`src/design/cao_pkg.sv`:
```
// Shared constants, types and format decoding for the cursor alpha overlay.
package cao_pkg;

   localparam int CURSOR_SIDE = 64;
   localparam int STORE_DEPTH = CURSOR_SIDE * CURSOR_SIDE;
   localparam int ADDR_W      = $clog2(STORE_DEPTH);

   localparam int CSR_INDEX_W = 3;
   localparam int CSR_DATA_W  = 13;
   localparam int COORD_W     = 13;
   localparam int DIM_W       = 7;
   localparam int FMT_W       = 3;

   localparam logic CMD_LOAD  = 1'b0;
   localparam logic CMD_BLEND = 1'b1;

   localparam logic [CSR_INDEX_W-1:0] CSR_LEFT_X = 3'd0;
   localparam logic [CSR_INDEX_W-1:0] CSR_TOP_Y  = 3'd1;
   localparam logic [CSR_INDEX_W-1:0] CSR_WIDTH  = 3'd2;
   localparam logic [CSR_INDEX_W-1:0] CSR_HEIGHT = 3'd3;
   localparam logic [CSR_INDEX_W-1:0] CSR_FORMAT = 3'd4;

   localparam logic [FMT_W-1:0] FMT_XRGB_A = 3'd0;
   localparam logic [FMT_W-1:0] FMT_XBGR_A = 3'd1;
   localparam logic [FMT_W-1:0] FMT_XRGB_B = 3'd2;
   localparam logic [FMT_W-1:0] FMT_XBGR_B = 3'd3;
   localparam logic [FMT_W-1:0] FMT_RGBX   = 3'd4;
   localparam logic [FMT_W-1:0] FMT_BGRX   = 3'd5;
   localparam logic [FMT_W-1:0] FMT_PASS   = 3'd6;
   localparam logic [FMT_W-1:0] FMT_RSVD   = 3'd7;

   typedef struct packed {
      logic       ok;
      logic [1:0] ro;
      logic [1:0] go;
      logic [1:0] bo;
   } chan_map_type;

   typedef struct packed {
      logic       hit;
      logic [1:0] ro;
      logic [1:0] go;
      logic [1:0] bo;
   } blend_ctl_type;

   function automatic chan_map_type decode_format(input logic [FMT_W-1:0] fmt);
      chan_map_type m;
      m = '0;
      case (fmt)
         FMT_XRGB_A, FMT_XRGB_B: begin
            m.ok = 1'b1; m.ro = 2'd2; m.go = 2'd1; m.bo = 2'd0;
         end
         FMT_XBGR_A, FMT_XBGR_B: begin
            m.ok = 1'b1; m.ro = 2'd0; m.go = 2'd1; m.bo = 2'd2;
         end
         FMT_RGBX: begin
            m.ok = 1'b1; m.ro = 2'd3; m.go = 2'd2; m.bo = 2'd1;
         end
         FMT_BGRX: begin
            m.ok = 1'b1; m.ro = 2'd1; m.go = 2'd2; m.bo = 2'd3;
         end
         default: begin
            m = '0;
         end
      endcase
      return m;
   endfunction

endpackage

```
`src/design/cao_blend.sv`:
```
// Two-stage channel blend: multiply by inverse alpha, then divide by 255 and add cursor.
module cao_blend (
   input  logic                   clock,
   input  logic                   reset,
   input  logic                   enable,
   input  logic                   in_valid,
   input  cao_pkg::blend_ctl_type in_ctl,
   input  logic [31:0]            in_img,
   input  logic [31:0]            in_cur,
   output logic                   out_valid,
   output logic                   out_hit,
   output logic [31:0]            out_pixel
);
   import cao_pkg::*;

   logic [7:0]    inv_alpha;
   logic [1:0]    pos_in [3];
   logic [1:0]    pos_ff [3];
   logic [7:0]    img_byte [3];
   logic [15:0]   prod_in [3];
   logic [15:0]   prod_ff [3];
   logic [7:0]    cur_ch_in [3];
   logic [7:0]    cur_ch_ff [3];
   logic [31:0]   img_ff;
   logic          hit_ff;
   logic          valid_ff;
   logic [16:0]   biased [3];
   logic [16:0]   quot [3];
   logic [7:0]    chan [3];
   logic [31:0]   result;

   assign inv_alpha = 8'd255 - in_cur[31:24];

   always_comb begin
      pos_in[0] = in_ctl.ro;
      pos_in[1] = in_ctl.go;
      pos_in[2] = in_ctl.bo;
      for (int k = 0; k < 3; k++) begin
         img_byte[k]  = in_img[8*pos_in[k] +: 8];
         prod_in[k]   = {8'd0, img_byte[k]} * {8'd0, inv_alpha};
         cur_ch_in[k] = in_cur[23-8*k -: 8];
      end
   end

   always_ff @(posedge clock) begin
      if (reset) begin
         valid_ff <= 1'b0;
      end else if (enable) begin
         valid_ff <= in_valid;
      end
   end

   always_ff @(posedge clock) begin
      if (enable) begin
         for (int k = 0; k < 3; k++) begin
            prod_ff[k]   <= prod_in[k];
            cur_ch_ff[k] <= cur_ch_in[k];
            pos_ff[k]    <= pos_in[k];
         end
         img_ff <= in_img;
         hit_ff <= in_ctl.hit;
      end
   end

   always_comb begin
      result = img_ff;
      for (int k = 0; k < 3; k++) begin
         biased[k] = {1'b0, prod_ff[k]} + 17'd127;
         quot[k]   = (biased[k] + 17'd1 + (biased[k] >> 8)) >> 8;
         chan[k]   = quot[k][7:0] + cur_ch_ff[k];
         if (hit_ff) begin
            result[8*pos_ff[k] +: 8] = chan[k];
         end
      end
   end

   assign out_valid = valid_ff;
   assign out_hit   = hit_ff;
   assign out_pixel = result;

endmodule

```
`config.mk`:
```
export PLATFORM = sky130hd
export DESIGN_NAME = cao_blend
export DESIGN_NICKNAME = d
export VERILOG_FILES = /design/src/design/cao_pkg.sv /design/src/design/cao_blend.sv
export SDC_FILE = /design/constraint.sdc
export NUM_CORES = 1
export LEC_CHECK = 0
export BUFFER_PORTS_ARGS = -buffer_cell sky130_fd_sc_hd__buf_2
export CAP_MARGIN = 20
export CORE_ASPECT_RATIO = 1.2
export CORE_UTILIZATION = 44
export DETAILED_ROUTE_END_ITERATION = 8
export HOLD_SLACK_MARGIN = 0.06
export PLACE_DENSITY = 0.7
export SLEW_MARGIN = 20
export SYNTH_ARGS = -nofsm -noshare
export SYNTH_HDL_FRONTEND = slang
export SYNTH_SLANG_ARGS = --single-unit
```
`constraint.sdc`:
```
create_clock -name clock -period 7.2 [get_ports clock]
set_input_delay 1.8 -clock clock [delete_from_list [all_inputs] [get_ports clock]]
set_output_delay 1.8 -clock clock [all_outputs]
set_load 0.02 [all_outputs]
```
==> flow_summary.html <==
<table>
<tr><th>Metric</th><th>Value</th></tr>
<tr><th colspan="2">Critical path</th></tr>
<tr><td>Crit Reg-Reg Startpoint</td><td>out_valid</td></tr>
<tr><td>Critical path origin</td><td>prod_ff[0][16]</td></tr>
<tr><td>Nature of the critical path endpoint</td><td>output port</td></tr>
<tr><td>Signal arrival time at the worst endpoint</td><td>5.49 ns</td></tr>
<tr><td>Reg-to-reg endpoint</td><td>out_valid</td></tr>
<tr><td>Crit path launch type</td><td>register</td></tr>
<tr><td>Required time of the critical path</td><td>5.40 ns</td></tr>
<tr><td>Minimum setup slack among reg-to-reg paths</td><td>6.62 ns</td></tr>
<tr><td>Worst Reg-to-Reg Cells</td><td>2</td></tr>
<tr><td>Crit Path Max Fanout</td><td>4</td></tr>
<tr><td>Setup Crit Path Kind</td><td>register to output port</td></tr>
<tr><td>Capturing instance or port of the critical path</td><td>out_pixel[31]</td></tr>
<tr><th colspan="2">Floorplan</th></tr>
<tr><td>Overall die height</td><td>202 um</td></tr>
<tr><td>Width of the die</td><td>168 um</td></tr>
<tr><td>Initial Util</td><td>0.451</td></tr>
<tr><td>Area enclosed by the die boundary</td><td>34000 um^2</td></tr>
<tr><td>Number of I/O pins</td><td>109</td></tr>
<tr><td>Site row count</td><td>72</td></tr>
<tr><td>Area inside the core boundary</td><td>32400 um^2</td></tr>
<tr><th colspan="2">Logic synthesis</th></tr>
<tr><td>Fraction of registers with async set/reset</td><td>0</td></tr>
<tr><td>Synth Net Count</td><td>1943</td></tr>
<tr><td>Cell count after synthesis</td><td>1589</td></tr>
<tr><td>Distinct cell type count of the synthesized netlist</td><td>80</td></tr>
<tr><td>Register bit total from synthesis</td><td>112</td></tr>
<tr><td>Cell Area, Synth</td><td>14600 um^2</td></tr>
<tr><td>Ys Warns</td><td>0</td></tr>
<tr><td>Count of flip-flops with a built-in enable after synthesis</td><td>111</td></tr>
<tr><td>Main synth FF type</td><td>sky130_fd_sc_hd__edfxtp_1</td></tr>
<tr><td>Post-Synthesis Mean Instance Area</td><td>9.20 um^2</td></tr>
<tr><td>Share of synthesized area occupied by flip-flops and latches</td><td>0.229</td></tr>
<tr><th colspan="2">Flow run</th></tr>
<tr><td>Number of maximum-capacitance violations</td><td>0</td></tr>
<tr><th colspan="2">Outcome</th></tr>
<tr><td>Result of the run</td><td>complete, but fails checks</td></tr>
<tr><td>Violated checks</td><td>negative setup slack</td></tr>
<tr><th colspan="2">Timing</th></tr>
<tr><td>Slew HR</td><td>0.232</td></tr>
<tr><td>Unrepaired setup endpoints after global routing</td><td>yes</td></tr>
<tr><td>Final count of negative-setup-slack endpoints</td><td>5</td></tr>
<tr><td>Number of hold violations in the final report</td><td>0</td></tr>
<tr><td>Max-slew violation count</td><td>0</td></tr>
<tr><td>Hold slack</td><td>0.496 ns</td></tr>
<tr><td>Clock skew</td><td>0 ns</td></tr>
<tr><td>Fmax</td><td>137 MHz</td></tr>
<tr><td>Worst Tran Pin Value</td><td>1.15 ns</td></tr>
<tr><td>Crit path setup slack, layout</td><td>-0.0919 ns</td></tr>
<tr><td>Minimum clock period</td><td>7.29 ns</td></tr>
<tr><td>Fin crit share</td><td>1.01</td></tr>
<tr><th colspan="2">Placement</th></tr>
<tr><td>Worst slack, placed</td><td>-0.240 ns</td></tr>
<tr><td>Dpl hpwl</td><td>30600 um</td></tr>
<tr><td>GPL Wtd Cong</td><td>0.921</td></tr>
<tr><td>Port-buffer cells</td><td>108</td></tr>
<tr><th colspan="2">Power and ir drop</th></tr>
<tr><td>Maximum ir drop on the vdd rail</td><td>227 uV</td></tr>
<tr><td>Reported leakage power</td><td>8.08 nW</td></tr>
<tr><td>Power per cell area</td><td>447 nW/um^2</td></tr>
<tr><td>Design Power</td><td>7.95 mW</td></tr>
<tr><th colspan="2">Global route</th></tr>
<tr><td>Initial antenna violation count</td><td>9</td></tr>
<tr><td>Pin count of the biggest net entering global routing</td><td>76</td></tr>
<tr><td>Leftover overflow at the end of global routing</td><td>0</td></tr>
<tr><td>Number of global-route vias before repair</td><td>12400</td></tr>
<tr><td>GRT Total Usage</td><td>0.235</td></tr>
<tr><td>Wire length of the first global-routing pass</td><td>62800 um</td></tr>
<tr><th colspan="2">Detailed routing</th></tr>
<tr><td>Final routed DRC violation total</td><td>0</td></tr>
<tr><td>Detailed-router iteration count before antenna repair</td><td>5</td></tr>
<tr><td>Detailed-route wire length per cell</td><td>18.1 um</td></tr>
<tr><td>Total number of vias</td><td>12200</td></tr>
<tr><td>Via-to-Cell Ratio</td><td>5.53</td></tr>
<tr><td>Drt first-iter violations</td><td>768</td></tr>
<tr><td>DRT antenna net count</td><td>0</td></tr>
<tr><td>Total detailed-routing wirelength</td><td>40200 um</td></tr>
<tr><th colspan="2">Clock network</th></tr>
<tr><td>CTS Hold Bufs</td><td>0</td></tr>
<tr><td>Sinks on Clock Net</td><td>112</td></tr>
<tr><td>Cell chosen for the clock root</td><td>sky130_fd_sc_hd__clkbuf_16</td></tr>
<tr><td>CTS buffer count</td><td>9</td></tr>
<tr><td>Source-to-sink clock delay at the later pin of the worst-skew pair</td><td>0.38 ns</td></tr>
<tr><td>CTS clock-pin slew for the worst setup and hold paths</td><td>0.09 ns</td></tr>
<tr><td>H-tree depth</td><td>3</td></tr>
<tr><td>Worst-case clock buffer depth</td><td>2</td></tr>
<tr><td>Clock tree from TritonCTS</td><td>built</td></tr>
<tr><th colspan="2">Final layout</th></tr>
<tr><td>Fill cells</td><td>2844</td></tr>
<tr><td>Share of final-layout standard cells stronger than drive strength 1</td><td>0.265</td></tr>
<tr><td># nets final</td><td>2148</td></tr>
<tr><td>Layout overhead on the synthesized area</td><td>21.7%</td></tr>
<tr><th colspan="2">Worst hold path</th></tr>
<tr><td>Worst min-delay path class</td><td>register to register</td></tr>
</table>
state kept, by name, summed over array words and instances (netlist names):
signal and cells:
out_valid 1, out_hit 1, prod_ff 48, pos_ff 6, cur_ch_ff 24, img_ff 32
kinds of logic (layout without fill, tap and decap cells):
logic type / after synthesis / count (layout) / synth area share
AOI/OAI and AO/OA: 311 / 311 / 0.136
xor gates and xnor gates: 111 / 111 / 0.0696
adders and majority gates: 280 / 280 / 0.297
buffers and inverters: 261 / 471 / 0.0678
DFF: 112 / 112 / 0.229
muxes: 43 / 43 / 0.0369
other: 0 / 8 / 0
and+or+nand+nor: 471 / 471 / 0.163
routing by layer:
metal,track usage,wire [um]
met5,0,13
met4,0.0773,1010
met3,0.0295,1900
met2,0.437,21000
met1,0.277,16200
worst min path at each step:
stage | startpoint | endpoint | slack [ns] | depth (start not counted)
detailed placement | out_valid | out_valid | 0.48 | 2
floorplan | out_valid | out_valid | 0.58 | 2
global route | out_valid | out_valid | 0.55 | 2
global placement | out_valid | out_valid | 0.47 | 2
CTS | out_valid | out_valid | 0.50 | 2
finish | out_valid | out_valid | 0.50 | 2
where the power goes:
part / total [mW] / internal (mW) / switching [mW] / leakage [nW]
clock network: 0.556 / 0.289 / 0.267 / 0.159
logic: 6.23 / 2.86 / 3.37 / 6.83
registers: 1.16 / 0.993 / 0.171 / 1.09
total: 7.95 / 4.14 / 3.81 / 8.08
final cells by class:
cell class                      count  area, um^2  share of cell area
Antenna cell                        8        20.0             0.00113
Clock buffer                       10         239              0.0134
Clock inverter                      6        83.8             0.00471
Inverter                          212         796              0.0447
Multi-Input combinational cell   1216       11200               0.627
Sequential cell                   112        3350               0.189
Tap cell                          407         509              0.0286
Timing Repair Buffer              243        1630              0.0917
worst max-delay path, cell delays in order (launching register included):
cell and delay [ns]:
sky130_fd_sc_hd__edfxtp_1 0.47, sky130_fd_sc_hd__inv_2 0.07, sky130_fd_sc_hd__ha_2 0.19, sky130_fd_sc_hd__nor2b_4 0.13
sky130_fd_sc_hd__nand2_2 0.09, sky130_fd_sc_hd__nand4_1 0.14, sky130_fd_sc_hd__xnor2_2 0.19, sky130_fd_sc_hd__ha_2 0.20
sky130_fd_sc_hd__a211o_1 0.34, sky130_fd_sc_hd__a211oi_2 0.23, sky130_fd_sc_hd__a211oi_2 0.08, sky130_fd_sc_hd__a221oi_4 0.36
sky130_fd_sc_hd__xor2_2 0.22, sky130_fd_sc_hd__ha_1 0.25, sky130_fd_sc_hd__a21o_1 0.16, sky130_fd_sc_hd__a21oi_2 0.18
sky130_fd_sc_hd__o21ai_2 0.09, sky130_fd_sc_hd__o41ai_2 0.24, sky130_fd_sc_hd__xnor2_1 0.22, sky130_fd_sc_hd__xor2_2 0.33
sky130_fd_sc_hd__buf_6 0.17, sky130_fd_sc_hd__buf_4 0.13, sky130_fd_sc_hd__a31oi_2 0.11, sky130_fd_sc_hd__nor2_2 0.19
sky130_fd_sc_hd__a31oi_4 0.04, sky130_fd_sc_hd__o31ai_1 0.08, sky130_fd_sc_hd__buf_2 0.20
per-stage QoR:
step / setup TNS [ns] / util / cells / area (um^2)
2_1_floorplan: 0 / - / 1589 / 14600
3_3_place_gp: -0.128 / 0.490 / 2110 / 15900
3_5_place_dp: -0.700 / 0.490 / 2110 / 15900
4_1_cts: -0.110 / 0.521 / 2166 / 16900
5_1_grt: -3.01 / 0.548 / 2211 / 17800
6_report: -0.184 / 0.548 / 2214 / 17800
Yosys cell counts, drive strengths merged, types with 39 or more instances:
cell type,instances,area [um^2]
nor2,151,567
clkbuf,39,149
nand2b,63,394
inv,212,796
edfxtp,111,3330
o21ai,70,350
fa,111,2220
a21oi,88,448
nand2,102,388
ha,168,2100
xnor2,78,713
cell usage in the layout, fill, tap and decap left out, types with 13 or more instances in the layout:
master | Yosys | routed
sky130_fd_sc_hd__buf_4 | 1 | 136
sky130_fd_sc_hd__xnor2_1 | 74 | 59
sky130_fd_sc_hd__nand3_1 | 13 | 13
sky130_fd_sc_hd__nor3_1 | 22 | 19
sky130_fd_sc_hd__nor2_1 | 151 | 143
sky130_fd_sc_hd__inv_1 | 212 | 199
sky130_fd_sc_hd__o21ai_0 | 52 | 46
sky130_fd_sc_hd__nand2b_1 | 63 | 63
sky130_fd_sc_hd__a21oi_1 | 86 | 62
sky130_fd_sc_hd__o22ai_1 | 28 | 23
sky130_fd_sc_hd__nand2_1 | 100 | 95
sky130_fd_sc_hd__xor2_1 | 31 | 26
sky130_fd_sc_hd__ha_1 | 168 | 153
sky130_fd_sc_hd__buf_2 | 4 | 95
sky130_fd_sc_hd__a21o_1 | 32 | 32
sky130_fd_sc_hd__xnor2_2 | 4 | 14
sky130_fd_sc_hd__fa_1 | 111 | 109
sky130_fd_sc_hd__mux2i_1 | 19 | 19
sky130_fd_sc_hd__or2_2 | 31 | 27
sky130_fd_sc_hd__inv_2 | 0 | 13
sky130_fd_sc_hd__a21oi_2 | 2 | 24
sky130_fd_sc_hd__edfxtp_1 | 111 | 111
sky130_fd_sc_hd__o21ai_1 | 18 | 19
sky130_fd_sc_hd__mux2_2 | 17 | 17
sky130_fd_sc_hd__nor2b_1 | 33 | 31
timing repair:
item,CTS,global route
pin swaps,56,108
endpoints found under the setup margin,20,22
endpoints found under the hold margin,0,0
gates resized for setup,69,126
buffers inserted,40,41
(Power assumes the default switching activity.)
